## config.mk

```make
export PLATFORM = sky130hd
export DESIGN_NAME = fuzzy_pd_motor_velocity_controller
export DESIGN_NICKNAME = d
export VERILOG_FILES = /design/src/fpd_pkg.sv /design/src/fpd_divider.sv /design/src/fuzzy_pd_motor_velocity_controller.sv
export SDC_FILE = /design/constraint.sdc
export NUM_CORES = 2
export LEC_CHECK = 0
export BUFFER_PORTS_ARGS = -buffer_cell sky130_fd_sc_hd__buf_4
export CORE_MARGIN = 4
export CORE_UTILIZATION = 59
export CTS_CLUSTER_DIAMETER = 30
export DETAILED_ROUTE_END_ITERATION = 12
export PLACE_DENSITY = 0.78
export SETUP_SLACK_MARGIN = 0.4
export SYNTH_ARGS = -nofsm -noshare
export SYNTH_HDL_FRONTEND = slang
export SYNTH_SLANG_ARGS = --single-unit
```

## constraint.sdc

```tcl
create_clock -name clock -period 8.4 [get_ports clock]
set_input_delay 1.68 -clock clock [delete_from_list [all_inputs] [get_ports clock]]
set_output_delay 1.68 -clock clock [all_outputs]
set_load 0.02 [all_outputs]
```

## src/fpd_pkg.sv

```systemverilog
// ----------------------------------------------------------------------------
// fpd_pkg: shared types and constants of the fuzzy PD velocity controller
// Command codes, register indexes, register reset values, datapath widths
// and the small min/max helpers used by the rule evaluation.
// ----------------------------------------------------------------------------
package fpd_pkg;

   localparam int MOTOR_COUNT_DEF = 2;
   localparam int TICK_LIMIT_DEF  = 2047;
   localparam int PWM_MAX_DEF     = 255;

   localparam int CMD_W     = 2;
   localparam int TARGET_W  = 8;
   localparam int CSR_IDX_W = 3;
   localparam int CSR_DAT_W = 8;
   localparam int GAIN_W    = 8;
   localparam int GAIN_N    = 6;
   localparam int GAIN_IDX_W = 3;
   localparam int MEMB_W    = 7;
   localparam int WSUM_W    = 9;
   localparam int WMUL_W    = 17;
   localparam int VEL_OUT_W = 9;
   localparam int PWM_OUT_W = 8;

   typedef enum logic [CMD_W-1:0] {
      CMD_EDGE   = 2'd0,
      CMD_TARGET = 2'd1,
      CMD_TICK   = 2'd2
   } cmd_type;

   localparam logic [CSR_IDX_W-1:0] REG_KP_SMALL     = 3'd0;
   localparam logic [CSR_IDX_W-1:0] REG_KP_MEDIUM    = 3'd1;
   localparam logic [CSR_IDX_W-1:0] REG_KP_LARGE     = 3'd2;
   localparam logic [CSR_IDX_W-1:0] REG_KD_SMALL     = 3'd3;
   localparam logic [CSR_IDX_W-1:0] REG_KD_MEDIUM    = 3'd4;
   localparam logic [CSR_IDX_W-1:0] REG_KD_LARGE     = 3'd5;
   localparam logic [CSR_IDX_W-1:0] REG_TARGET_LIMIT = 3'd6;
   localparam logic [CSR_IDX_W-1:0] REG_MEMB_SPAN    = 3'd7;

   typedef logic [GAIN_W-1:0] gain_array_type [GAIN_N];

   localparam gain_array_type GAIN_RESET = '{8'd1, 8'd2, 8'd3, 8'd4, 8'd6, 8'd11};
   localparam logic [MEMB_W-1:0] TARGET_LIMIT_RESET = 7'd120;
   localparam logic [MEMB_W-1:0] MEMB_SPAN_RESET    = 7'd10;

   typedef struct packed {
      logic [MEMB_W-1:0] n;
      logic [MEMB_W-1:0] z;
      logic [MEMB_W-1:0] p;
   } memb_type;

   function automatic logic [MEMB_W-1:0] mmin(input logic [MEMB_W-1:0] a,
                                              input logic [MEMB_W-1:0] b);
      return (a < b) ? a : b;
   endfunction

   function automatic logic [MEMB_W-1:0] mmax(input logic [MEMB_W-1:0] a,
                                              input logic [MEMB_W-1:0] b);
      return (a > b) ? a : b;
   endfunction

endpackage

```

## src/fpd_divider.sv

```systemverilog
// ----------------------------------------------------------------------------
// fpd_divider: iterative restoring divider
// Unsigned division, one quotient bit per cycle.
// ----------------------------------------------------------------------------
module fpd_divider #(
   parameter int NUM_W = 30,
   parameter int DEN_W = 9
) (
   input  logic             clock,
   input  logic             reset,
   input  logic             start,
   input  logic [NUM_W-1:0] dividend,
   input  logic [DEN_W-1:0] divisor,
   output logic             busy,
   output logic [NUM_W-1:0] quotient
);

   localparam int CNT_W = $clog2(NUM_W + 1);

   logic [CNT_W-1:0] count_ff;
   logic [DEN_W-1:0] den_ff;
   logic [DEN_W-1:0] rem_ff;
   logic [DEN_W-1:0] rem_in;
   logic [NUM_W-1:0] quo_ff;
   logic [DEN_W:0]   trial;
   logic             take;

   assign trial  = {rem_ff, quo_ff[NUM_W-1]};
   assign take   = (trial >= {1'b0, den_ff});
   assign rem_in = take ? DEN_W'(trial - {1'b0, den_ff}) : DEN_W'(trial);

   always_ff @(posedge clock) begin
      if (reset) begin
         count_ff <= '0;
      end else if (start) begin
         count_ff <= CNT_W'(NUM_W);
      end else if (count_ff != '0) begin
         count_ff <= count_ff - 1'b1;
      end
   end

   always_ff @(posedge clock) begin
      if (start) begin
         den_ff <= divisor;
         rem_ff <= '0;
         quo_ff <= dividend;
      end else if (count_ff != '0) begin
         rem_ff <= rem_in;
         quo_ff <= {quo_ff[NUM_W-2:0], take};
      end
   end

   assign busy     = (count_ff != '0);
   assign quotient = quo_ff;

endmodule

```

## src/fuzzy_pd_motor_velocity_controller.sv

```systemverilog
// ----------------------------------------------------------------------------
// fuzzy_pd_motor_velocity_controller: fuzzy PD velocity loop for several motors
// The req channel takes encoder edges, target updates and sample ticks. Edges
// and targets are absorbed and give no result. A sample tick gives one rsp item
// per motor, motor 0 first, with last set on the final one. Each tick runs a
// small sequencer over one shared multiplier and one restoring divider: per
// motor two subtracts, fuzzification, the rule matrix, six multiply-accumulate
// steps and two multiply/divide pairs. The error difference is DW bits wide
// (14 with the default tick limit), and the divider gives one quotient bit per
// cycle. req_stall stays high from a tick until its last item is in the output
// register.
// The output register holds one item; while rsp_stall is high it holds it
// and the next motor's computation stops before its own result.
// Synchronous reset clears counts, targets, history and velocities, and loads
// the register reset values. The csr port is always ready.
// ----------------------------------------------------------------------------
module fuzzy_pd_motor_velocity_controller
   import fpd_pkg::*;
#(
   parameter int MOTOR_COUNT = MOTOR_COUNT_DEF,
   parameter int TICK_LIMIT  = TICK_LIMIT_DEF,
   parameter int PWM_MAX     = PWM_MAX_DEF
) (
   input  logic                        clock,
   input  logic                        reset,
   input  logic                        req_valid,
   output logic                        req_stall,
   input  logic [CMD_W-1:0]            req_cmd,
   input  logic                        req_motor,
   input  logic                        req_count_up,
   input  logic signed [TARGET_W-1:0]  req_target_value,
   output logic                        rsp_valid,
   input  logic                        rsp_stall,
   output logic                        rsp_motor_id,
   output logic [PWM_OUT_W-1:0]        rsp_pwm_forward,
   output logic [PWM_OUT_W-1:0]        rsp_pwm_reverse,
   output logic signed [VEL_OUT_W-1:0] rsp_velocity,
   output logic                        rsp_last,
   input  logic                        csr_valid,
   output logic                        csr_ready,
   input  logic [CSR_IDX_W-1:0]        csr_index,
   input  logic [CSR_DAT_W-1:0]        csr_data
);

   localparam int TW    = $clog2(TICK_LIMIT + 1) + 1;
   localparam int EW    = $clog2(TICK_LIMIT + 128) + 1;
   localparam int DW    = EW + 1;
   localparam int PW    = DW + WMUL_W + 1;
   localparam int MAGW  = DW + 16;
   localparam int CW    = DW + 9;
   localparam int VW    = $clog2(PWM_MAX + 1) + 1;
   localparam int SW    = ((CW > VW) ? CW : VW) + 1;
   localparam int MIW   = (MOTOR_COUNT > 1) ? $clog2(MOTOR_COUNT) : 1;

   typedef enum logic [3:0] {
      S_IDLE,
      S_ERR,
      S_DEL,
      S_FUZZ,
      S_RULE,
      S_MAC,
      S_PMUL,
      S_PDIV_GO,
      S_PDIV_WAIT,
      S_DMUL,
      S_DDIV_GO,
      S_DDIV_WAIT,
      S_VEL
   } state_type;

   state_type state_ff;

   gain_array_type    gain_ff;
   logic [MEMB_W-1:0] limit_ff;
   logic [MEMB_W-1:0] span_ff;

   logic signed [TW-1:0]       tick_ff     [MOTOR_COUNT];
   logic signed [TARGET_W-1:0] target_ff   [MOTOR_COUNT];
   logic signed [EW-1:0]       prev_err_ff [MOTOR_COUNT];
   logic signed [CW-1:0]       corr_ff     [MOTOR_COUNT];
   logic signed [VW-1:0]       vel_ff      [MOTOR_COUNT];

   logic [MIW-1:0]          cur_ff;
   logic signed [EW-1:0]    err_ff;
   logic signed [DW-1:0]    del_ff;
   memb_type                me_ff;
   memb_type                md_ff;
   logic [MEMB_W-1:0]       w_ff [GAIN_N];
   logic [GAIN_IDX_W-1:0]   k_ff;
   logic [WMUL_W-1:0]       pmul_ff;
   logic [WMUL_W-1:0]       dmul_ff;
   logic [WSUM_W-1:0]       psum_ff;
   logic [WSUM_W-1:0]       dsum_ff;
   logic                    neg_ff;
   logic [MAGW-1:0]         mag_ff;
   logic signed [CW-1:0]    qp_ff;

   logic                        rsp_valid_ff;
   logic                        rsp_motor_id_ff;
   logic [PWM_OUT_W-1:0]        rsp_pwm_forward_ff;
   logic [PWM_OUT_W-1:0]        rsp_pwm_reverse_ff;
   logic signed [VEL_OUT_W-1:0] rsp_velocity_ff;
   logic                        rsp_last_ff;

   logic                    req_take;
   logic                    motor_ok;
   logic [MIW-1:0]          req_idx;
   logic signed [TW-1:0]    tick_in;
   logic signed [TARGET_W:0] tv_wide;
   logic signed [TARGET_W:0] lim_wide;
   logic signed [TARGET_W-1:0] target_in;
   logic signed [EW-1:0]    err_in;
   logic signed [DW-1:0]    del_in;
   memb_type                me_in;
   memb_type                md_in;
   logic [MEMB_W-1:0]       r00, r01, r02, r10, r11, r12, r20, r21, r22;
   logic [MEMB_W-1:0]       w_in [GAIN_N];
   logic signed [DW-1:0]    mul_a;
   logic [WMUL_W-1:0]       mul_b;
   logic signed [PW-1:0]    mul_p;
   logic signed [PW-1:0]    mul_abs;
   logic                    div_start;
   logic [WSUM_W-1:0]       div_den;
   logic                    div_busy;
   logic [MAGW-1:0]         div_quot;
   logic signed [CW-1:0]    q_signed;
   logic signed [SW-1:0]    vsum;
   logic signed [SW-1:0]    pmax;
   logic signed [VW-1:0]    vel_in;
   logic signed [VW-1:0]    vel_neg;
   logic                    out_free;
   logic                    out_load;
   logic                    cur_last;

   function automatic memb_type fuzzify(input logic signed [DW-1:0] v,
                                        input logic [MEMB_W-1:0]   span);
      logic signed [DW-1:0] sp;
      logic signed [DW-1:0] mag;
      memb_type             m;
      sp  = $signed(DW'(span));
      mag = (v < 0) ? -v : v;
      m   = '0;
      if (v > sp) begin
         m.p = span;
      end else if (v < -sp) begin
         m.n = span;
      end else if (v > 0) begin
         m.p = mag[MEMB_W-1:0];
         m.z = span - mag[MEMB_W-1:0];
      end else begin
         m.n = mag[MEMB_W-1:0];
         m.z = span - mag[MEMB_W-1:0];
      end
      return m;
   endfunction

   // Input side.
   assign req_stall = (state_ff != S_IDLE);
   assign req_take  = req_valid && !req_stall;
   assign motor_ok  = (MOTOR_COUNT > 1) || !req_motor;
   assign req_idx   = MIW'(req_motor);

   always_comb begin
      tick_in = tick_ff[req_idx];
      if (req_count_up) begin
         if (tick_ff[req_idx] < TW'(TICK_LIMIT)) begin
            tick_in = tick_ff[req_idx] + 1'b1;
         end
      end else begin
         if (tick_ff[req_idx] > -TW'(TICK_LIMIT)) begin
            tick_in = tick_ff[req_idx] - 1'b1;
         end
      end
   end

   assign tv_wide  = (TARGET_W + 1)'(req_target_value);
   assign lim_wide = $signed((TARGET_W + 1)'(limit_ff));

   always_comb begin
      if (tv_wide > lim_wide) begin
         target_in = TARGET_W'(lim_wide);
      end else if (tv_wide < -lim_wide) begin
         target_in = TARGET_W'(-lim_wide);
      end else begin
         target_in = req_target_value;
      end
   end

   // Error, difference, memberships and rule weights.
   assign err_in = EW'(target_ff[cur_ff]) - EW'(tick_ff[cur_ff]);
   assign del_in = DW'(err_ff) - DW'(prev_err_ff[cur_ff]);
   assign me_in  = fuzzify(DW'(err_ff), span_ff);
   assign md_in  = fuzzify(del_ff, span_ff);

   assign r00 = mmin(me_ff.n, md_ff.n);
   assign r01 = mmin(me_ff.n, md_ff.z);
   assign r02 = mmin(me_ff.n, md_ff.p);
   assign r10 = mmin(me_ff.z, md_ff.n);
   assign r11 = mmin(me_ff.z, md_ff.z);
   assign r12 = mmin(me_ff.z, md_ff.p);
   assign r20 = mmin(me_ff.p, md_ff.n);
   assign r21 = mmin(me_ff.p, md_ff.z);
   assign r22 = mmin(me_ff.p, md_ff.p);

   assign w_in[0] = r11;
   assign w_in[1] = mmax(mmax(mmax(r10, r01), mmax(r21, r12)), mmax(r00, r22));
   assign w_in[2] = mmax(r02, r20);
   assign w_in[3] = mmax(mmax(r02, r20), r11);
   assign w_in[4] = mmax(mmax(r00, r01), mmax(r21, r22));
   assign w_in[5] = mmax(r10, r12);

   // Shared multiplier.
   always_comb begin
      unique case (state_ff)
         S_PMUL: begin
            mul_a = DW'(err_ff);
            mul_b = pmul_ff;
         end
         S_DMUL: begin
            mul_a = del_ff;
            mul_b = dmul_ff;
         end
         default: begin
            mul_a = $signed(DW'(w_ff[k_ff]));
            mul_b = WMUL_W'(gain_ff[k_ff]);
         end
      endcase
   end

   assign mul_p   = PW'(mul_a) * $signed(PW'(mul_b));
   assign mul_abs = (mul_p < 0) ? -mul_p : mul_p;

   // Shared divider.
   assign div_start = (state_ff == S_PDIV_GO) || (state_ff == S_DDIV_GO);
   assign div_den   = (state_ff == S_PDIV_GO) ? psum_ff : dsum_ff;

   fpd_divider #(
      .NUM_W (MAGW),
      .DEN_W (WSUM_W)
   ) u_divider (
      .clock    (clock),
      .reset    (reset),
      .start    (div_start),
      .dividend (mag_ff),
      .divisor  (div_den),
      .busy     (div_busy),
      .quotient (div_quot)
   );

   assign q_signed = neg_ff ? -$signed(CW'(div_quot)) : $signed(CW'(div_quot));

   // Velocity accumulation and output.
   assign vsum = SW'(vel_ff[cur_ff]) + SW'(corr_ff[cur_ff]);
   assign pmax = SW'(PWM_MAX);

   always_comb begin
      if (vsum > pmax) begin
         vel_in = VW'(pmax);
      end else if (vsum < -pmax) begin
         vel_in = VW'(-pmax);
      end else begin
         vel_in = VW'(vsum);
      end
   end

   assign vel_neg  = -vel_in;
   assign out_free = !rsp_valid_ff || !rsp_stall;
   assign out_load = (state_ff == S_VEL) && out_free;
   assign cur_last = (cur_ff == MIW'(MOTOR_COUNT - 1));

   always_ff @(posedge clock) begin
      if (reset) begin
         state_ff     <= S_IDLE;
         rsp_valid_ff <= 1'b0;
         cur_ff       <= '0;
         k_ff         <= '0;
         for (int i = 0; i < MOTOR_COUNT; i++) begin
            tick_ff[i]     <= '0;
            target_ff[i]   <= '0;
            prev_err_ff[i] <= '0;
            corr_ff[i]     <= '0;
            vel_ff[i]      <= '0;
         end
      end else begin
         if (rsp_valid_ff && !rsp_stall && !out_load) begin
            rsp_valid_ff <= 1'b0;
         end
         unique case (state_ff)
            S_IDLE: begin
               if (req_take) begin
                  priority if (req_cmd == CMD_EDGE) begin
                     if (motor_ok) begin
                        tick_ff[req_idx] <= tick_in;
                     end
                  end else if (req_cmd == CMD_TARGET) begin
                     if (motor_ok) begin
                        target_ff[req_idx] <= target_in;
                     end
                  end else if (req_cmd == CMD_TICK) begin
                     cur_ff   <= '0;
                     state_ff <= S_ERR;
                  end else begin
                     state_ff <= S_IDLE;
                  end
               end
            end
            S_ERR: begin
               err_ff   <= err_in;
               state_ff <= S_DEL;
            end
            S_DEL: begin
               del_ff              <= del_in;
               prev_err_ff[cur_ff] <= err_ff;
               tick_ff[cur_ff]     <= '0;
               state_ff            <= S_FUZZ;
            end
            S_FUZZ: begin
               me_ff    <= me_in;
               md_ff    <= md_in;
               state_ff <= S_RULE;
            end
            S_RULE: begin
               for (int i = 0; i < GAIN_N; i++) begin
                  w_ff[i] <= w_in[i];
               end
               pmul_ff  <= '0;
               dmul_ff  <= '0;
               psum_ff  <= '0;
               dsum_ff  <= '0;
               k_ff     <= '0;
               state_ff <= S_MAC;
            end
            S_MAC: begin
               if (k_ff < GAIN_IDX_W'(GAIN_N / 2)) begin
                  pmul_ff <= pmul_ff + WMUL_W'(mul_p);
                  psum_ff <= psum_ff + WSUM_W'(w_ff[k_ff]);
               end else begin
                  dmul_ff <= dmul_ff + WMUL_W'(mul_p);
                  dsum_ff <= dsum_ff + WSUM_W'(w_ff[k_ff]);
               end
               k_ff <= k_ff + 1'b1;
               if (k_ff == GAIN_IDX_W'(GAIN_N - 1)) begin
                  state_ff <= S_PMUL;
               end
            end
            S_PMUL: begin
               neg_ff   <= (mul_p < 0);
               mag_ff   <= MAGW'(mul_abs);
               state_ff <= S_PDIV_GO;
            end
            S_PDIV_GO: begin
               state_ff <= S_PDIV_WAIT;
            end
            S_PDIV_WAIT: begin
               if (!div_busy) begin
                  qp_ff    <= q_signed;
                  state_ff <= S_DMUL;
               end
            end
            S_DMUL: begin
               neg_ff   <= (mul_p < 0);
               mag_ff   <= MAGW'(mul_abs);
               state_ff <= S_DDIV_GO;
            end
            S_DDIV_GO: begin
               state_ff <= S_DDIV_WAIT;
            end
            S_DDIV_WAIT: begin
               if (!div_busy) begin
                  if ((psum_ff != '0) && (dsum_ff != '0)) begin
                     corr_ff[cur_ff] <= qp_ff + q_signed;
                  end
                  state_ff <= S_VEL;
               end
            end
            S_VEL: begin
               if (out_free) begin
                  vel_ff[cur_ff]   <= vel_in;
                  rsp_valid_ff     <= 1'b1;
                  rsp_motor_id_ff  <= cur_ff[0];
                  rsp_velocity_ff  <= VEL_OUT_W'(vel_in);
                  rsp_last_ff      <= cur_last;
                  if (vel_in < 0) begin
                     rsp_pwm_forward_ff <= '0;
                     rsp_pwm_reverse_ff <= PWM_OUT_W'(vel_neg);
                  end else begin
                     rsp_pwm_forward_ff <= PWM_OUT_W'(vel_in);
                     rsp_pwm_reverse_ff <= '0;
                  end
                  if (cur_last) begin
                     state_ff <= S_IDLE;
                  end else begin
                     cur_ff   <= cur_ff + 1'b1;
                     state_ff <= S_ERR;
                  end
               end
            end
            default: begin
               state_ff <= S_IDLE;
            end
         endcase
      end
   end

   // Configuration registers.
   assign csr_ready = 1'b1;

   always_ff @(posedge clock) begin
      if (reset) begin
         gain_ff  <= GAIN_RESET;
         limit_ff <= TARGET_LIMIT_RESET;
         span_ff  <= MEMB_SPAN_RESET;
      end else if (csr_valid && csr_ready) begin
         unique case (csr_index)
            REG_TARGET_LIMIT: limit_ff <= csr_data[MEMB_W-1:0];
            REG_MEMB_SPAN:    span_ff  <= csr_data[MEMB_W-1:0];
            default:          gain_ff[csr_index] <= csr_data;
         endcase
      end
   end

   assign rsp_valid       = rsp_valid_ff;
   assign rsp_motor_id    = rsp_motor_id_ff;
   assign rsp_pwm_forward = rsp_pwm_forward_ff;
   assign rsp_pwm_reverse = rsp_pwm_reverse_ff;
   assign rsp_velocity    = rsp_velocity_ff;
   assign rsp_last        = rsp_last_ff;

endmodule

```

After elaboration in Yosys (flattened, before gate mapping)
Memory sizes are Yosys's and may differ from the RTL's. A register that Yosys moved wholly into a read port is not among the register bits.
Cells that the tools add are included.

word-level totals
  bits in registers = 325
  memory bits (writable) = 172
  input bits = 28
  output and inout port bits = 30
  word-level logic and storage cells = 326
  memories kept = 6

memories
  memory       depth  width  read ports  clocked after memory_dff  wr ports  line                                      text
  corr_ff      2      23     1           1                         2         fuzzy_pd_motor_velocity_controller.sv:80  logic signed [CW-1:0] corr_ff [MOTOR_COUNT];
  w_ff         6      7      1           1                         6         fuzzy_pd_motor_velocity_controller.sv:88  logic [MEMB_W-1:0] w_ff [GAIN_N];
  prev_err_ff  2      13     1           1                         2         fuzzy_pd_motor_velocity_controller.sv:79  logic signed [EW-1:0] prev_err_ff [MOTOR_COUNT];
  tick_ff      2      12     2           1                         2         fuzzy_pd_motor_velocity_controller.sv:77  logic signed [TW-1:0] tick_ff [MOTOR_COUNT];
  vel_ff       2      9      1           1                         2         fuzzy_pd_motor_velocity_controller.sv:81  logic signed [VW-1:0] vel_ff [MOTOR_COUNT];
  target_ff    2      8      1           1                         2         fuzzy_pd_motor_velocity_controller.sv:78  logic signed [TARGET_W-1:0] target_ff [MOTOR_COUNT];

cells by class
  add/subtract/negate cells = 23
  multipliers = 1
  order comparisons = 41
  equality and inequality tests = 27
  muxes and demuxes = 142
  bitwise operators = 5
  reduce and logical (&&, ||, !) cells = 45

operator list
  operator                                                                number
  7-bit 2-to-1 mux                                                        32
  17-bit one-hot mux with 2 select lines                                  3
  30-bit 2-to-1 mux                                                       3
  7-bit > comparator                                                      11
  7-bit < comparator                                                      9
  9-bit 2-to-1 mux                                                        7
  1-bit 2-to-1 mux                                                        61
  12-bit 2-to-1 mux                                                       5
  4-bit one-hot mux with 13 select lines                                  1
  48-bit bitwise mux                                                      1
  8-bit 2-to-1 mux                                                        6
  23-bit 2-to-1 mux                                                       2
  9-bit one-hot mux with 2 select lines                                   2
  17-bit adder                                                            2
  17-bit 2-to-1 mux                                                       2
  32-bit by 1-bit < comparator with 1-bit output (second input constant)  1
  14-bit by 18-bit multiplier with 32-bit output                          1
  30-bit negation                                                         1
  4-bit 2-to-1 mux                                                        7
  14-bit one-hot mux with 2 select lines                                  1
  9-bit by 23-bit adder with 24-bit output                                1
  8-bit binary-select mux with 3-bit select                               1
  8-bit demux with 3-bit select                                           1
  24-bit by 9-bit > comparator with 1-bit output (second input constant)  1
  68 further kinds                                                        122

Logic depth before layout (Yosys ltp)
  depth in word-level cells = 10
  depth in mapped cells = 37
  depth with buffers taken out = 37

Cells and area by module
A second synthesis with hierarchy kept.

second synthesis, totals
  cells, all modules = 4368
  area total of the unflattened synthesis = 42632.1 µm²

by module, submodules not included
  module                              times used  cells an instance  area each (µm²)  seq. area each (µm²)
  fuzzy_pd_motor_velocity_controller  1           4155               39934.6          12702.2
  fpd_divider                         1           213                2697.6           1451.4

Worst setup path before layout
Ideal clock, no wire load.

  path kind = register -> register
  start = register with a tool-made name
  end = register dmul_ff[15], data pin
  setup time = 0.266 ns
  arrival time = 8.545 ns
  data required time = 8.134 ns
  slack = -0.410 ns
  cell stages (with the launch flop) = 32
  buffers on the path = 3
  period minus slack after synthesis = 8.810 ns
  cell sequence = dfxtp_1 > clkbuf_1 > clkbuf_1 > mux4_2 > o21ai_0 > nor2_1 > a221oi_1 > clkbuf_1 > nor2_1 > ha_1 > inv_1 > fa_1 > inv_1 > fa_1 > inv_1 > fa_1 > inv_1 > fa_1 > fa_1 > ha_1 > or3_1 > o211a_1 > o21a_1 > or3_1 > nand2_1 > inv_1 > ha_1 > and3_1 > a211o_1 > a21oi_1 > xor2_1 > nor2_1

RTL lines
  item                  line                                       text
  to (signal assigned)  fuzzy_pd_motor_velocity_controller.sv:338  dmul_ff <= dmul_ff + WMUL_W'(mul_p);
  to (decl)             fuzzy_pd_motor_velocity_controller.sv:91   logic [WMUL_W-1:0] dmul_ff;

==> impl_metrics.yaml <==
final_layout:
  multiInputGateArea_um2: 26600
  final.fill_count: 5131
  synthToLayoutAreaGrowth_pct: 16.0
  fin_nets: 5186
  diodes: 0
  drive_above_1_share_pct: 15.1
  regArea_um2: 14200
clocking:
  ctsHoldBuffers: 0
  cts_tree: "yes"
  cts_root_buf: "clkbuf_16"
  clkTransAtPathRegs_ns: 0.05
  cts_buffer_depth: 3
  ctsHtreeMaxLevel: 3
  cts_sinks: 501
  clk_latency_ns: 0.67
  cts_made_buffers: 99
timing:
  period_minus_slack_ns: 7.99
  hold_ws_ns: 0.453
  slew_headroom_pct: 12.9
  worstMarginPinSlew_ns: 1.29
  finalMaxSlewViolations: 0
  max_freq_ghz: 0.125
  fin_tns_setup_ns: 0
  final-setup-viol-count: 0
  finalClockSkew_ns: 0.0576
  final-hold-violation-count: 0
  rsz0062_at_grt: "true"
  min_period_over_period_pct: 95.1
worst_hold_path:
  hold_depth: 2
  worstHoldStart: "gain_ff[11]"
  hold_class: "reg2reg"
  holdPathEnd: "gain_ff[11]"
grt:
  overflow: 0
  grt_max_degree: 67
  grt.met1_usage_pct: 37.2
  grt_pass1_vias: 33500
  grt_busiest_layer: "met2"
  grtUsageMet3_pct: 4.92
  grtUsageMet2_pct: 47.9
  grt_usage_pct: 28.6
  grt_first_pass_wirelength_um: 175000
  grt_antenna_before_repair: 1
route:
  drc: 0
  drtAntennaViolNets: 0
  drt_wl_total_um: 112000
  drt-pass1-iter-count: 6
  routed_via_density: 6.08
  num_vias: 33700
  drt-wirelength-per-cell_um: 20.2
  drtIter0Drc: 2928
place:
  io_buffers: 56
  dpl.hpwl_um: 80200
  routabilityCongestion: 0.954
run_status:
  status: "complete, no violations"
setup_path:
  worst_setup_path_end_kind: "register"
  r2r_start: "w_ff[1][4]"
  critPathMaxStageDelay_ns: 0.53
  crit_fanout: 17
  required_ns: 8.78
  cp-start-kind: "register"
  r2r_cells: 30
  critical_path_class: "reg2reg"
  cp_slowest_cell: "fa_1"
  rrSetupSlack_ns: 0.41
  r2r-end: "mag_ff[27]"
  crit_top_cell: "fa_1"
  critPathArrivalTime_ns: 8.37
power_and_ir_drop:
  leakage_nw: 21.7
  power.total_mw: 8.73
  ir_drop_mv: 0.173
  p_per_area_nw_per_um2: 179
synthesis:
  synthArstFlopShare_pct: 0
  yosys-top-cells-area: "edfxtp_1 29%, ha_1 13%, fa_1 9.0%"
  syn_area_per_cell_um2: 9.71
  syn-cell-area_um2: 42200
  synthTopCellsByCount: "448 x ha_1, 440 x nand2_1, 432 x inv_1, 416 x nor2_1, 412 x edfxtp_1"
  yosysTopAreaCellShare_pct: 29.3
  ys_warn_count: 0
  synth-edff-count: 412
  synthCells: 4341
  yosys.cell_count.top_type: "ha_1"
  yosys.area.top_type: "edfxtp_1"
  synth.distinct_cells: 102
  ys_seq_area_share_pct: 33.6
  ys_ff_latch: 501
  synth_flop_cell: "edfxtp_1"
  synth_fp_nets: 5006
floorplan:
  core_area_um2: 70400
  start_util_pct: 59.9
  dieArea_um2: 75800
  rows: 97
  die_h_um: 275
  io_pins: 58
  die_w_um: 275
flow_run:
  max_cap_violations: 0
[worst max-delay path, delay by kind of cell (launching register included)]
family / cells / cell delay [ns]
buf+inv: 7 / 0.72
fa+ha+maj: 7 / 3.32
mux: 1 / 0.46
simple gates: 6 / 1.17
flops: 1 / 0.43
compound gates: 7 / 1.20
xor+xnor: 2 / 0.38
[logic make-up (layout without fill, tap and decap cells)]
group | count (synthesis) | after routing | synth area share (%)
muxes | 281 | 281 | 7.41
buffers and inverters | 583 | 850 | 5.43
other | 1 | 1 | 0.00889
AOI/OAI and AO/OA | 801 | 801 | 12.4
adders and majority gates | 637 | 637 | 22.3
xor gates and xnor gates | 222 | 222 | 4.61
and+or+nand+nor | 1315 | 1315 | 14.3
DFF | 501 | 501 | 33.6
[where the power goes]
part	total (mW)	switching, mW	internal [mW]
registers	3.09	0.154	2.93
logic	1.71	1.01	0.704
clock network	3.93	1.46	2.47
[sequential cells by signal, indices dropped and copies added (netlist names), 9 cells and up, named ones only]
| signal | cells |
|---|---|
| psum_ff | 9 |
| qp_ff | 23 |
| u_divider.rem_ff | 9 |
| rsp_velocity | 9 |
| err_ff | 13 |
| prev_err_ff | 26 |
| u_divider.den_ff | 9 |
| del_ff | 14 |
| pmul_ff | 17 |
| dmul_ff | 17 |
| md_ff | 21 |
| vel_ff | 18 |
| w_ff | 42 |
| u_divider.quotient | 30 |
| tick_ff | 24 |
| dsum_ff | 9 |
| gain_ff | 48 |
| corr_ff | 46 |
| me_ff | 21 |
| mag_ff | 30 |
| target_ff | 16 |
[layout by cell type, fill, tap and decap left out, drive strengths merged, types with 11 or more instances in the layout]
| master | Yosys | final |
|---|---|---|
| a22o | 30 | 30 |
| a211oi | 23 | 23 |
| o31ai | 15 | 15 |
| a21oi | 239 | 239 |
| or2 | 18 | 18 |
| nor3 | 60 | 60 |
| nor2b | 80 | 80 |
| clkinvlp | 0 | 13 |
| dfxtp | 89 | 89 |
| nor2 | 416 | 416 |
| ha | 448 | 448 |
| nand4 | 26 | 26 |
| fa | 189 | 189 |
| o21bai | 22 | 22 |
| nand2 | 441 | 441 |
| clkbuf | 120 | 118 |
| o211ai | 18 | 18 |
| a31oi | 24 | 24 |
| inv | 433 | 456 |
| xor2 | 77 | 77 |
| buf | 28 | 224 |
| mux2 | 88 | 88 |
| o21ai | 142 | 142 |
| a22oi | 31 | 31 |
| edfxtp | 412 | 412 |
| or3 | 27 | 27 |
| and3 | 40 | 40 |
| nand2b | 66 | 66 |
| xnor2 | 145 | 145 |
| o22ai | 15 | 15 |
| a221oi | 11 | 11 |
| nand3 | 71 | 71 |
| mux4 | 15 | 15 |
| and2 | 24 | 24 |
| a21boi | 13 | 13 |
| o21a | 43 | 43 |
| mux2i | 178 | 178 |
| a21o | 108 | 108 |
| a211o | 13 | 13 |
| clkinv | 1 | 32 |
[layer usage]
metal,up-vias,share of wire (%)
met5,-,0.012
met1,16200,40
met4,2,4.5
li1,15600,-
met3,408,7.6
met2,1515,47
[area by class of cell]
class | count | share of cell area, %
Clock inverter | 74 | 1.71
Inverter | 434 | 3.34
Timing Repair Buffer | 228 | 3.88
Multi-Input combinational cell | 3257 | 54.5
Clock buffer | 114 | 5.24
Tap cell | 940 | 2.40
Sequential cell | 501 | 29.0
[worst max-delay path by stage]
| stage | end | slack (ns) | cells after the start | startpoint |
|---|---|---|---|---|
| CTS | dmul_ff[15] | 0.32 | 30 | w_ff[1][3] |
| detailed placement | dmul_ff[15] | 0.06 | 31 | register |
| global placement | dmul_ff[15] | 0.21 | 31 | register |
| global route | mag_ff[27] | 0.23 | 30 | w_ff[1][3] |
| floorplan | dmul_ff[15] | 0.39 | 32 | state_ff[1] |
| finish | mag_ff[27] | 0.41 | 30 | w_ff[1][4] |
[through the flow]
| step | instances | util, % | cell area [um2] | setup WS [ns] |
|---|---|---|---|---|
| after floorplan | 4341 | - | 42200 | 0.389 |
| after global placement | 5313 | 62.8 | 44200 | 0.207 |
| after detailed placement | 5313 | 62.8 | 44200 | 0.0569 |
| after CTS | 5506 | 67.8 | 47800 | 0.324 |
| after global routing | 5548 | 69.5 | 48900 | 0.229 |
| final | 5548 | 69.5 | 48900 | 0.412 |
[repair_timing]
item | in CTS | in global routing
setup endpoints to repair | 39 | 47
pin swaps | 3 | 92
resized for setup | 26 | 169
setup buffers | 5 | 38
gates cloned | 0 | 4
hold endpoints to repair | 0 | 0
(Power assumes the default switching activity.)
